`src/spts_pkg.sv`:
```
// Package for the signal priority task scheduler: sizes, mode codes,
// item and result structs, and the priority encoder. No dependencies.
`default_nettype none

package spts_pkg;

    localparam int MAX_TASKS   = 32;
    localparam int SIGNAL_BITS = 16;
    localparam int TASK_W      = $clog2(MAX_TASKS);
    localparam int MODE_W      = 3;

    localparam logic [MODE_W-1:0] MODE_START    = 3'd0;
    localparam logic [MODE_W-1:0] MODE_SEND     = 3'd1;
    localparam logic [MODE_W-1:0] MODE_WAIT     = 3'd2;
    localparam logic [MODE_W-1:0] MODE_CLEAR    = 3'd3;
    localparam logic [MODE_W-1:0] MODE_READ_RX  = 3'd4;
    localparam logic [MODE_W-1:0] MODE_READ_EX  = 3'd5;

    typedef logic [TASK_W-1:0]      task_idx_t;
    typedef logic [SIGNAL_BITS-1:0] sig_word_t;
    typedef logic [MAX_TASKS-1:0]   task_map_t;

    typedef struct packed {
        logic [MODE_W-1:0] mode;
        task_idx_t         target_task;
        sig_word_t         signal_mask;
    } item_t;

    typedef struct packed {
        task_idx_t running_task;
        logic      switched;
        logic      blocked;
        logic      none_ready;
        sig_word_t flags_out;
    } result_t;

    // Lowest set bit wins; zero input gives zero.
    function automatic task_idx_t first_set(input task_map_t v);
        task_idx_t idx;
        idx = '0;
        for (int i = MAX_TASKS - 1; i >= 0; i--) begin
            if (v[i]) begin
                idx = TASK_W'(i);
            end
        end
        return idx;
    endfunction

endpackage

`default_nettype wire

```
`src/spts_sched_core.sv`:
```
// Task table, ready map and running index, with the per-item update logic.
// Depends on spts_pkg.
`default_nettype none

module spts_sched_core (
    input  wire logic              clk,
    input  wire logic              rst_n,
    input  wire logic              fire,
    input  wire spts_pkg::item_t   item,
    input  wire spts_pkg::task_idx_t task_count,
    output spts_pkg::result_t      result
);

    spts_pkg::sig_word_t  rx_reg [spts_pkg::MAX_TASKS];
    spts_pkg::sig_word_t  ex_reg [spts_pkg::MAX_TASKS];
    spts_pkg::task_map_t  ready_reg;
    spts_pkg::task_map_t  ready_next;
    spts_pkg::task_idx_t  cur_reg;
    spts_pkg::task_idx_t  cur_next;

    spts_pkg::task_idx_t  rd_idx;
    spts_pkg::sig_word_t  rx_rd;
    spts_pkg::sig_word_t  ex_rd;
    spts_pkg::sig_word_t  rx_wdata;
    spts_pkg::sig_word_t  ex_wdata;
    logic                 rx_we;
    logic                 ex_we;
    logic                 clear_all;
    spts_pkg::task_map_t  ready_drop;
    spts_pkg::task_map_t  elig;
    spts_pkg::task_map_t  elig_mask;
    spts_pkg::task_map_t  target_bit;
    spts_pkg::task_map_t  cur_bit;
    logic                 blocked;
    logic                 none_ready;
    spts_pkg::sig_word_t  flags;

    assign rd_idx = (item.mode == spts_pkg::MODE_SEND || item.mode == spts_pkg::MODE_READ_EX)
                    ? item.target_task : cur_reg;
    assign rx_rd  = rx_reg[rd_idx];
    assign ex_rd  = ex_reg[rd_idx];

    assign target_bit = spts_pkg::task_map_t'(1) << item.target_task;
    assign cur_bit    = spts_pkg::task_map_t'(1) << cur_reg;
    assign elig_mask  = {spts_pkg::MAX_TASKS{1'b1}}
                        >> (spts_pkg::TASK_W'(spts_pkg::MAX_TASKS - 1) - task_count);
    assign ready_drop = ready_reg & ~cur_bit;
    assign elig       = ready_drop & elig_mask;

    always_comb
    begin
        ready_next = ready_reg;
        cur_next   = cur_reg;
        rx_we      = 1'b0;
        ex_we      = 1'b0;
        rx_wdata   = rx_rd;
        ex_wdata   = '0;
        clear_all  = 1'b0;
        blocked    = 1'b0;
        none_ready = 1'b0;
        flags      = '0;
        case (item.mode)
            spts_pkg::MODE_START:
            begin
                clear_all  = 1'b1;
                ready_next = elig_mask;
                cur_next   = '0;
            end
            spts_pkg::MODE_SEND:
            begin
                if (item.target_task <= task_count) begin
                    rx_we    = 1'b1;
                    rx_wdata = rx_rd | item.signal_mask;
                    flags    = rx_wdata;
                    if ((rx_wdata & ex_rd) != '0) begin
                        ready_next = ready_reg | target_bit;
                        ex_we      = 1'b1;
                        if (item.target_task < cur_reg) begin
                            cur_next = item.target_task;
                        end
                    end
                end
            end
            spts_pkg::MODE_WAIT:
            begin
                flags = rx_rd;
                if ((rx_rd & item.signal_mask) == '0) begin
                    ex_we      = 1'b1;
                    ex_wdata   = item.signal_mask;
                    ready_next = ready_drop;
                    blocked    = 1'b1;
                    if (elig == '0) begin
                        none_ready = 1'b1;
                        cur_next   = task_count;
                    end
                    else begin
                        cur_next = spts_pkg::first_set(elig);
                    end
                end
            end
            spts_pkg::MODE_CLEAR:
            begin
                flags    = rx_rd;
                rx_we    = 1'b1;
                rx_wdata = rx_rd & ~item.signal_mask;
            end
            spts_pkg::MODE_READ_RX:
            begin
                flags = rx_rd;
            end
            spts_pkg::MODE_READ_EX:
            begin
                flags = ex_rd;
            end
            default:
            begin
                flags = '0;
            end
        endcase
    end

    always_ff @(posedge clk or negedge rst_n)
    begin
        if (!rst_n) begin
            ready_reg <= '0;
            cur_reg   <= '0;
            for (int i = 0; i < spts_pkg::MAX_TASKS; i++) begin
                rx_reg[i] <= '0;
                ex_reg[i] <= '0;
            end
        end
        else if (fire) begin
            ready_reg <= ready_next;
            cur_reg   <= cur_next;
            if (clear_all) begin
                for (int i = 0; i < spts_pkg::MAX_TASKS; i++) begin
                    rx_reg[i] <= '0;
                    ex_reg[i] <= '0;
                end
            end
            else begin
                if (rx_we) begin
                    rx_reg[rd_idx] <= rx_wdata;
                end
                if (ex_we) begin
                    ex_reg[rd_idx] <= ex_wdata;
                end
            end
        end
    end

    always_comb
    begin
        result.running_task = cur_next;
        result.switched     = (cur_next != cur_reg);
        result.blocked      = blocked;
        result.none_ready   = none_ready;
        result.flags_out    = flags;
    end

endmodule

`default_nettype wire

```
`src/signal_priority_task_scheduler.sv`:
```
// Top level of the signal priority task scheduler: input and result
// registers, task_count register. Depends on spts_pkg and spts_sched_core.
//
// Use: present a call (mode, target_task, signal_mask) with in_valid; it
// transfers when in_ready is also high. Each call yields exactly one result
// (running_task, switched, blocked, none_ready, flags_out) on the output
// channel, transferred when out_valid and out_ready are both high.
// A call that transfers is registered in the input register, executed against
// the task table from there and its result registered in the result register;
// while the receiver stalls, the call waits in the input register.
// Throughput: one call per cycle while the receiver takes results; the task
// table is read, updated and the ready map priority-encoded combinationally
// between input and result register. A stalled receiver holds the result
// register; the input register still takes one more call, then in_ready
// drops until the result moves. task_count is set through cfg_wr_en and
// cfg_wr_data; the user must write it only while no call is in flight, and
// the block does not enforce this. Reset clears all flags, the ready map,
// the running index and task_count, and empties both registers.
`default_nettype none

module signal_priority_task_scheduler (
    input  wire logic        clk,
    input  wire logic        rst_n,
    input  wire logic        in_valid,
    output logic             in_ready,
    input  wire logic [2:0]  mode,
    input  wire logic [4:0]  target_task,
    input  wire logic [15:0] signal_mask,
    output logic             out_valid,
    input  wire logic        out_ready,
    output logic [4:0]       running_task,
    output logic             switched,
    output logic             blocked,
    output logic             none_ready,
    output logic [15:0]      flags_out,
    input  wire logic        cfg_wr_en,
    input  wire logic [4:0]  cfg_wr_data
);

    logic                 in_valid_reg;
    spts_pkg::item_t      item_reg;
    logic                 out_valid_reg;
    spts_pkg::result_t    result_reg;
    spts_pkg::result_t    result_next;
    spts_pkg::task_idx_t  task_count_reg;
    logic                 advance;
    logic                 fire;

    assign advance  = !out_valid_reg || out_ready;
    assign in_ready = !in_valid_reg || advance;
    assign fire     = in_valid_reg && advance;

    always_ff @(posedge clk or negedge rst_n)
    begin
        if (!rst_n) begin
            in_valid_reg   <= 1'b0;
            out_valid_reg  <= 1'b0;
            task_count_reg <= '0;
        end
        else begin
            if (in_ready) begin
                in_valid_reg <= in_valid;
            end
            if (advance) begin
                out_valid_reg <= in_valid_reg;
            end
            if (cfg_wr_en) begin
                task_count_reg <= cfg_wr_data;
            end
        end
    end

    always_ff @(posedge clk)
    begin
        if (in_valid && in_ready) begin
            item_reg.mode        <= mode;
            item_reg.target_task <= target_task;
            item_reg.signal_mask <= signal_mask;
        end
        if (fire) begin
            result_reg <= result_next;
        end
    end

    spts_sched_core u_core (
        .clk        (clk),
        .rst_n      (rst_n),
        .fire       (fire),
        .item       (item_reg),
        .task_count (task_count_reg),
        .result     (result_next)
    );

    assign out_valid    = out_valid_reg;
    assign running_task = result_reg.running_task;
    assign switched     = result_reg.switched;
    assign blocked      = result_reg.blocked;
    assign none_ready   = result_reg.none_ready;
    assign flags_out    = result_reg.flags_out;

endmodule

`default_nettype wire

```
`config.mk`:
```
export PLATFORM = sky130hd
export DESIGN_NAME = signal_priority_task_scheduler
export DESIGN_NICKNAME = d
export VERILOG_FILES = /design/src/spts_pkg.sv /design/src/spts_sched_core.sv /design/src/signal_priority_task_scheduler.sv
export SDC_FILE = /design/constraint.sdc
export NUM_CORES = 2
export LEC_CHECK = 0
export ABC_AREA = 1
export BUFFER_PORTS_ARGS = -buffer_cell sky130_fd_sc_hd__clkbuf_2
export CAP_MARGIN = 20
export CORE_MARGIN = 2
export CORE_UTILIZATION = 55
export DETAILED_ROUTE_END_ITERATION = 8
export MAX_ROUTING_LAYER = met4
export PLACE_DENSITY_LB_ADDON = 0.05
export REMOVE_ABC_BUFFERS = 1
export SLEW_MARGIN = 10
export SYNTH_ARGS = -nofsm -noshare
export SYNTH_HDL_FRONTEND = slang
export SYNTH_SLANG_ARGS = --single-unit
```
`constraint.sdc`:
```
create_clock -name clk -period 4.5 [get_ports clk]
set_input_delay 0.45 -clock clk [delete_from_list [all_inputs] [get_ports clk]]
set_output_delay 0.45 -clock clk [all_outputs]
set_load 0.01 [all_outputs]
```
Word-level counts from Yosys, hierarchy flattened
Cells that the tools add are included.
Storage, ports and cells
  input bits: 34
  output and inout port bits: 26
  register bits: 1116
  logic and storage cells: 195
Operators by class
  mux-type cells: 71
  equality and inequality tests: 9
  add/subtract/negate cells: 1
  reductions and logical operators: 20
  bitwise operators: 10
  order comparisons: 4
  shift-type cells: 3
Operators by type and width (number)
  512-bit two-way mux: 4
  512-bit bitwise mux: 2
  5-bit two-way mux: 38
  16-bit binary-select mux with 5-bit select: 2
  16-bit two-way mux: 9
  32-bit two-way mux: 3
  32-bit one-hot mux with 3 select lines: 1
  16-bit demux with 5-bit select: 1
  32-bit AND: 2
  1-bit by 5-bit << shifter with 32-bit output, first input constant: 2
  16-bit AND: 3
  16-bit one-hot mux with 3 select lines: 1
  32-bit logical NOT: 1
  32-bit inverter: 1
  32-bit OR: 1
  16-bit one-hot mux with 2 select lines: 1
  32-bit by 5-bit right shift with 32-bit output, first input constant: 1
  16-bit logical NOT: 1
  16-bit inverter: 1
  16-bit OR: 1
  16-bit nonzero test: 1
  5-bit one-hot mux with 3 select lines: 1
  3-bit by 2-bit == test with 1-bit output, second input constant: 2
  3-bit == test, second input constant: 2
  21 further kinds: 36

Longest topological paths before layout
  word-level depth: 40
  mapped depth: 40
  gate-level depth less buffers: 40

Modules after synthesis
From an unflattened synthesis, not the netlist that was laid out.
Second synthesis, totals
  cell total of the unflattened synthesis: 5533
  area total of the unflattened synthesis: 51602.0 sq um
By module, submodules not included
  spts_sched_core: cells an instance 5452, area each 49862.8 sq um, times used 1, sequential area each 26550.5 sq um
  signal_priority_task_scheduler: cells an instance 81, area each 1739.2 sq um, times used 1, sequential area each 1616.6 sq um

Worst setup path after synthesis
No wires, ideal clock.
  path type: flip-flop to flip-flop
  start point: register item_reg[22] (netlist bit)
  end point: register result_reg, in the netlist switched (data pin)
  setup time: 0.252 ns
  stages on the path, launching flop included: 30
  arrival time: 3.289 ns
  period minus slack after synthesis: 3.542 ns
  path slack: 0.958 ns
  path through: edfxtp_1 > inv_2 > nand2_1 > buf_4 > o21ai_2 > nor2_1 > buf_4 > buf_4 > a22oi_1 > o221ai_1 > a22o_1 > nor2_1 > nand2_1 > or2_2 > nand2_1 > o31ai_1 > nor2_1 > nand3_2 > nand3_1 > nand2_1 > nand3_1 > nand2_1 > inv_1 > nand2_1 > nand2_1 > nand2_1 > nor2_1 > nand2_1 > inv_1 > nand2_1
RTL lines
  start, declared: line signal_priority_task_scheduler.sv:41  | spts_pkg::item_t item_reg;
  end signal, assigned: line signal_priority_task_scheduler.sv:81  | result_reg <= result_next;
  end, declared: line signal_priority_task_scheduler.sv:43  | spts_pkg::result_t result_reg;

Worst setup path in the final report
  start point: register item_reg[21] (netlist bit)
  end point: register u_core.ex_reg[366] (netlist bit)
On the way
  word-level cells in the longest chain between the ends: 15
  elaborated cells on any way between the ends: 35
  classes of those cells: order compare (2); eq/ne (3); mux (19); bitwise (4); reduce/logical (7)
RTL lines
  3-bit by 1-bit == test with 1-bit output or 3-bit == test (tied branches): line spts_sched_core.sv:38, spts_sched_core.sv:62
  1-bit logical OR: line spts_sched_core.sv:38  | assign rd_idx = (item.mode == spts_pkg::MODE_SEND || item.mode == spts_pkg::MODE_READ_EX)
  5-bit two-way mux: line spts_sched_core.sv:39  | ? item.target_task : cur_reg;
  5-bit inverter with 6-bit output (not written as such): line spts_sched_core.sv:40, spts_sched_core.sv:41, spts_sched_core.sv:146
  16-bit binary-select mux with 5-bit select: line spts_sched_core.sv:40  | assign rx_rd = rx_reg[rd_idx];
  16-bit two-way mux (not written as such) (2 in a row): line spts_sched_core.sv:40
  16-bit OR: line spts_sched_core.sv:73  | rx_wdata = rx_rd | item.signal_mask;
  16-bit AND: line spts_sched_core.sv:75  | if ((rx_wdata & ex_rd) != '0) begin
  16-bit nonzero test: line spts_sched_core.sv:75
  1-bit two-way mux: line spts_sched_core.sv:75
  1-bit two-way mux: line spts_sched_core.sv:71  | if (item.target_task <= task_count) begin
  1-bit one-hot mux with 2 select lines: line spts_sched_core.sv:62  | case (item.mode)
  2-bit nonzero test (no source line)
  2-bit AND reduction (no source line)
  end signal, assigned by index: line spts_sched_core.sv:146  | ex_reg[rd_idx] <= ex_wdata;
  end, declared: line spts_sched_core.sv:15  | spts_pkg::sig_word_t ex_reg [spts_pkg::MAX_TASKS];
Parallel ways exist; a longest one is shown, timed or not. The select of a mux whose other input is x is not followed.
A chain may end at the register's enable or synchronous reset.

==> summary.txt <==
Routing
  • DR vias: 45600
  • WL/cell: 26.89 um
  • Post-detailed-route count of antenna-violating nets: 0
  • TritonRoute pass-1 iters: 6
  • DRC: 0
  • Post-DR vias/cell: between 6 and 7
  • Final wirelength: 192100 um
  • DR iter-0 viols: about 6400

Synthesis
  • Mean Syn Cell Area: approximately 9.3 sq um
  • Post-synth design cell area: around 52000 sq um
  • Asr flop ratio synth: 0.9570
  • FF+latch count, synth: 1116
  • Main flop type after synthesis: dfrtp_1
  • Synth area leader: dfrtp_1
  • Post-synthesis instance total: ~5500
  • Register area share after synthesis: 0.5466
  • Yosys cell types: 50
  • Post-synth EDFFs: 48
  • YS warnings: 0
  • Yosys top cell area share: 0.5186
  • Ranking of synthesized cells by area: dfrtp_1 (52%), o22ai_1 (17%), inv_1 (8.7%)

CTS
  • Clock Latency Late Sink: 0.73 ns
  • Reg clk slew, reported paths: ~0.07 ns
  • CTS Root Buffer Type: clkbuf_16
  • CTS Buf Count: approximately 120
  • Htree depth: 3
  • Longest Clk Path Bufs: 3
  • TritonCTS clock tree: yes
  • CTS Sinks: 1116

Global routing
  • Met2 Resource Use GR: 0.5676
  • Met3 usage: 0.07342
  • Largest net degree at the start of global routing: around 170
  • Gr usage total: 0.3970
  • Vias in the first global route: 43440
  • First-pass GRT wire length: between 200000 and 300000 um
  • Antenna violations before repair: 4
  • Global route overflow: 0
  • Routing usage on met1: 0.5542
  • Most used routing layer: met2

Worst setup path
  • CP dominant cell by count: nand2_1
  • WP data arrival: 5.05 ns
  • CP Launch Type: register
  • Kind of critical path: register to register
  • FF-to-FF setup slack: between 0.006 and 0.007 ns
  • Worst r2r src: item_reg[21]$_DFFE_PP_
  • Slowest CP cell: edfxtp_1
  • Worst-path fanout max: 8
  • R2R Path End: u_core.ex_reg[366]$_DFFE_PN0P_
  • R2R cell count: 26
  • Max incr delay on CP: between 0.4 and 0.5 ns
  • Nature of the critical path endpoint: register
  • Worst endpoint required time: around 5.1 ns

Power and ir drop
  • Combinational power share: 0.431
  • Pwr Density: 785.2 nW/um^2
  • Clock Power Share: 0.213
  • Max rail drop VDD: between 0.0006 and 0.0007 V
  • Tot Pwr: between 40000 and 50000 uW
  • Switching Share: 0.3926
  • Internal: around 29000 uW
  • Sw power: approximately 19000 uW
  • Reg power frac: 0.356
  • Leakage power: between 0.02 and 0.03 uW

Run status
  • Status: finished, final reports clean

Layout
  • Final Non-Filler Cells: between 7000 and 8000
  • Share of layout cells above drive strength 1: 0.1610
  • Final nets: between 5000 and 6000
  • Area Overhead vs Synth: 19.57%
  • Final instance area: approximately 62000 sq um
  • Most common cell after layout, fill and taps aside: o22ai_1
  • Most frequent cells in the layout: o22ai_1 (1417), inv_1 (1185), dfrtp_1 (1068), nand2_1 (373), buf_4 (344)

STA
  • Minimum clock period: roughly 4.5 ns
  • Max Slew Vio Count: 0
  • RSZ-0062 raised after global routing: true
  • Worst Max-Slew Pin Slew: between 1 and 1.5 ns
  • Fin crit share: 0.9985
  • Fmax: 222.5 MHz
  • Hold Fails Final Rpt: 0
  • Worst slew margin: 0.1991
  • Setup Viol. Count Final: 0
  • Setup_tns: 0 ns
  • Clock Skews: around 0.030 ns

Die
  • Core box area: roughly 93000 sq um
  • Die Ht: a little over 300 um
  • Die ar.: between 90000 and 100000 sq um
  • Die width: 310.1 um
  • Initial Utilization: 0.5538
  • Row cnt: around 110
  • I/O Pins: 60

Min path
  • Worst Hold Class: input port to register
  • Worst hold endpoint: task_count_reg[3]$_DFFE_PN0P_
  • Hold path cells: 2
  • Hold path startpoint: cfg_wr_en

Placement
  • Placed insts: slightly below 7000
  • GP Congestion: just under 1
  • HPWL Detailed: about 120000 um
  • Post-DP Area: 56110 sq um
  • Number of port buffers: 59

Job
  • Max-cap viol count: 0
[area by class of cell]
| type | count | area [sq um] |
|---|---|---|
| antenna | 1 | 2.502 |
| clock buffer | 182 | 3565 |
| clock inverter | 29 | 526.8 |
| fill | 7629 | 31430 |
| inverter | 1199 | 4533 |
| multi-input combinational | 2788 | 17160 |
| sequential | 1116 | 28170 |
| tap | 1254 | 1569 |
| timing repair buffer | 575 | 6096 |
[kinds of logic (layout without fill, tap and decap cells)]
group / after synthesis / in the layout / synth area share
simple gates: 729 / 729 / 0.06267
flops: 1116 / 1116 / 0.5466
other cells: 0 / 1 / 0
compound gates: 2050 / 2050 / 0.2603
buf+inv: 1624 / 1985 / 0.1282
fa+ha+maj: 9 / 9 / 0.002185
[critical path: cells and delay by family (launching register included)]
family | cells | cell delay (ns)
flops | 1 | 0.42
simple gates | 14 | 1.90
buf+inv | 8 | 1.32
compound gates | 4 | 0.64
[power by group through the flow]
stage	logic, uW	registers (uW)	clock network [uW]
final	20900	17200	10300
after global placement	19000	17100	0
after floorplan	11700	16700	0
after CTS	19500	17100	10300
after global routing	22200	17700	10700
after detailed placement	19300	17300	0
[worst max path at each step]
stage / startpoint / endpoint / slack [ns] / cells past startpoint
floorplan: item_reg[21]$_DFFE_PP_ / u_core.ex_reg[0]$_DFFE_PN0P_ / -4.19 / 19
global placement: item_reg[22]$_DFFE_PP_ / switched$_DFFE_PP_ / -0.28 / 31
detailed placement: item_reg[22]$_DFFE_PP_ / switched$_DFFE_PP_ / -0.23 / 31
CTS: item_reg[22]$_DFFE_PP_ / switched$_DFFE_PP_ / 0.003 / 30
global route: item_reg[22]$_DFFE_PP_ / u_core.ex_reg[366]$_DFFE_PN0P_ / -0.08 / 29
finish: item_reg[21]$_DFFE_PP_ / u_core.ex_reg[366]$_DFFE_PN0P_ / 0.007 / 26
[cells in the mapped netlist, drive strengths merged, types with 11 or more instances]
| cell | number |
|---|---|
| o221ai | 30 |
| nor2 | 180 |
| edfxtp | 48 |
| dfrtp | 1068 |
| buf | 180 |
| o22ai | 1486 |
| inv | 1199 |
| a22oi | 29 |
| o2111a | 16 |
| a21oi | 90 |
| or2 | 11 |
| nor3 | 13 |
| nand4 | 44 |
| o21ai | 332 |
| o211ai | 11 |
| nand2 | 385 |
| a41oi | 11 |
| a32o | 12 |
| nand3 | 90 |
| clkbuf | 245 |
[metal layers]
layer  up-vias  part of all wire
li1      19900                 -
met1     22580              0.41
met2      2632              0.44
met3       484              0.10
met4         0             0.052
met5         -                 0
[metrics by stage]
stage | hold slack, ns | utilization | worst slack, ns
global route | 0.1025 | 0.6622 | -0.08174
global placement | 0.4838 | 0.6030 | -0.2765
floorplan | 0.1544 | - | -4.194
CTS | 0.03207 | 0.6511 | 0.002939
finish | 0.06239 | 0.6622 | 0.006598
detailed placement | 0.4970 | 0.6030 | -0.2302
[what timing repair did]
action | 4_1_cts | 5_1_grt
pin swaps | 0 | 18
hold buffers | 32 | 0
buffers inserted | 0 | 15
gates resized for setup | 11 | 110
setup endpoints to repair | 527 | 538
hold endpoints to repair | 82 | 0
gates cloned | 1 | 20
No activity file was read; power rests on OpenSTA's default activity.
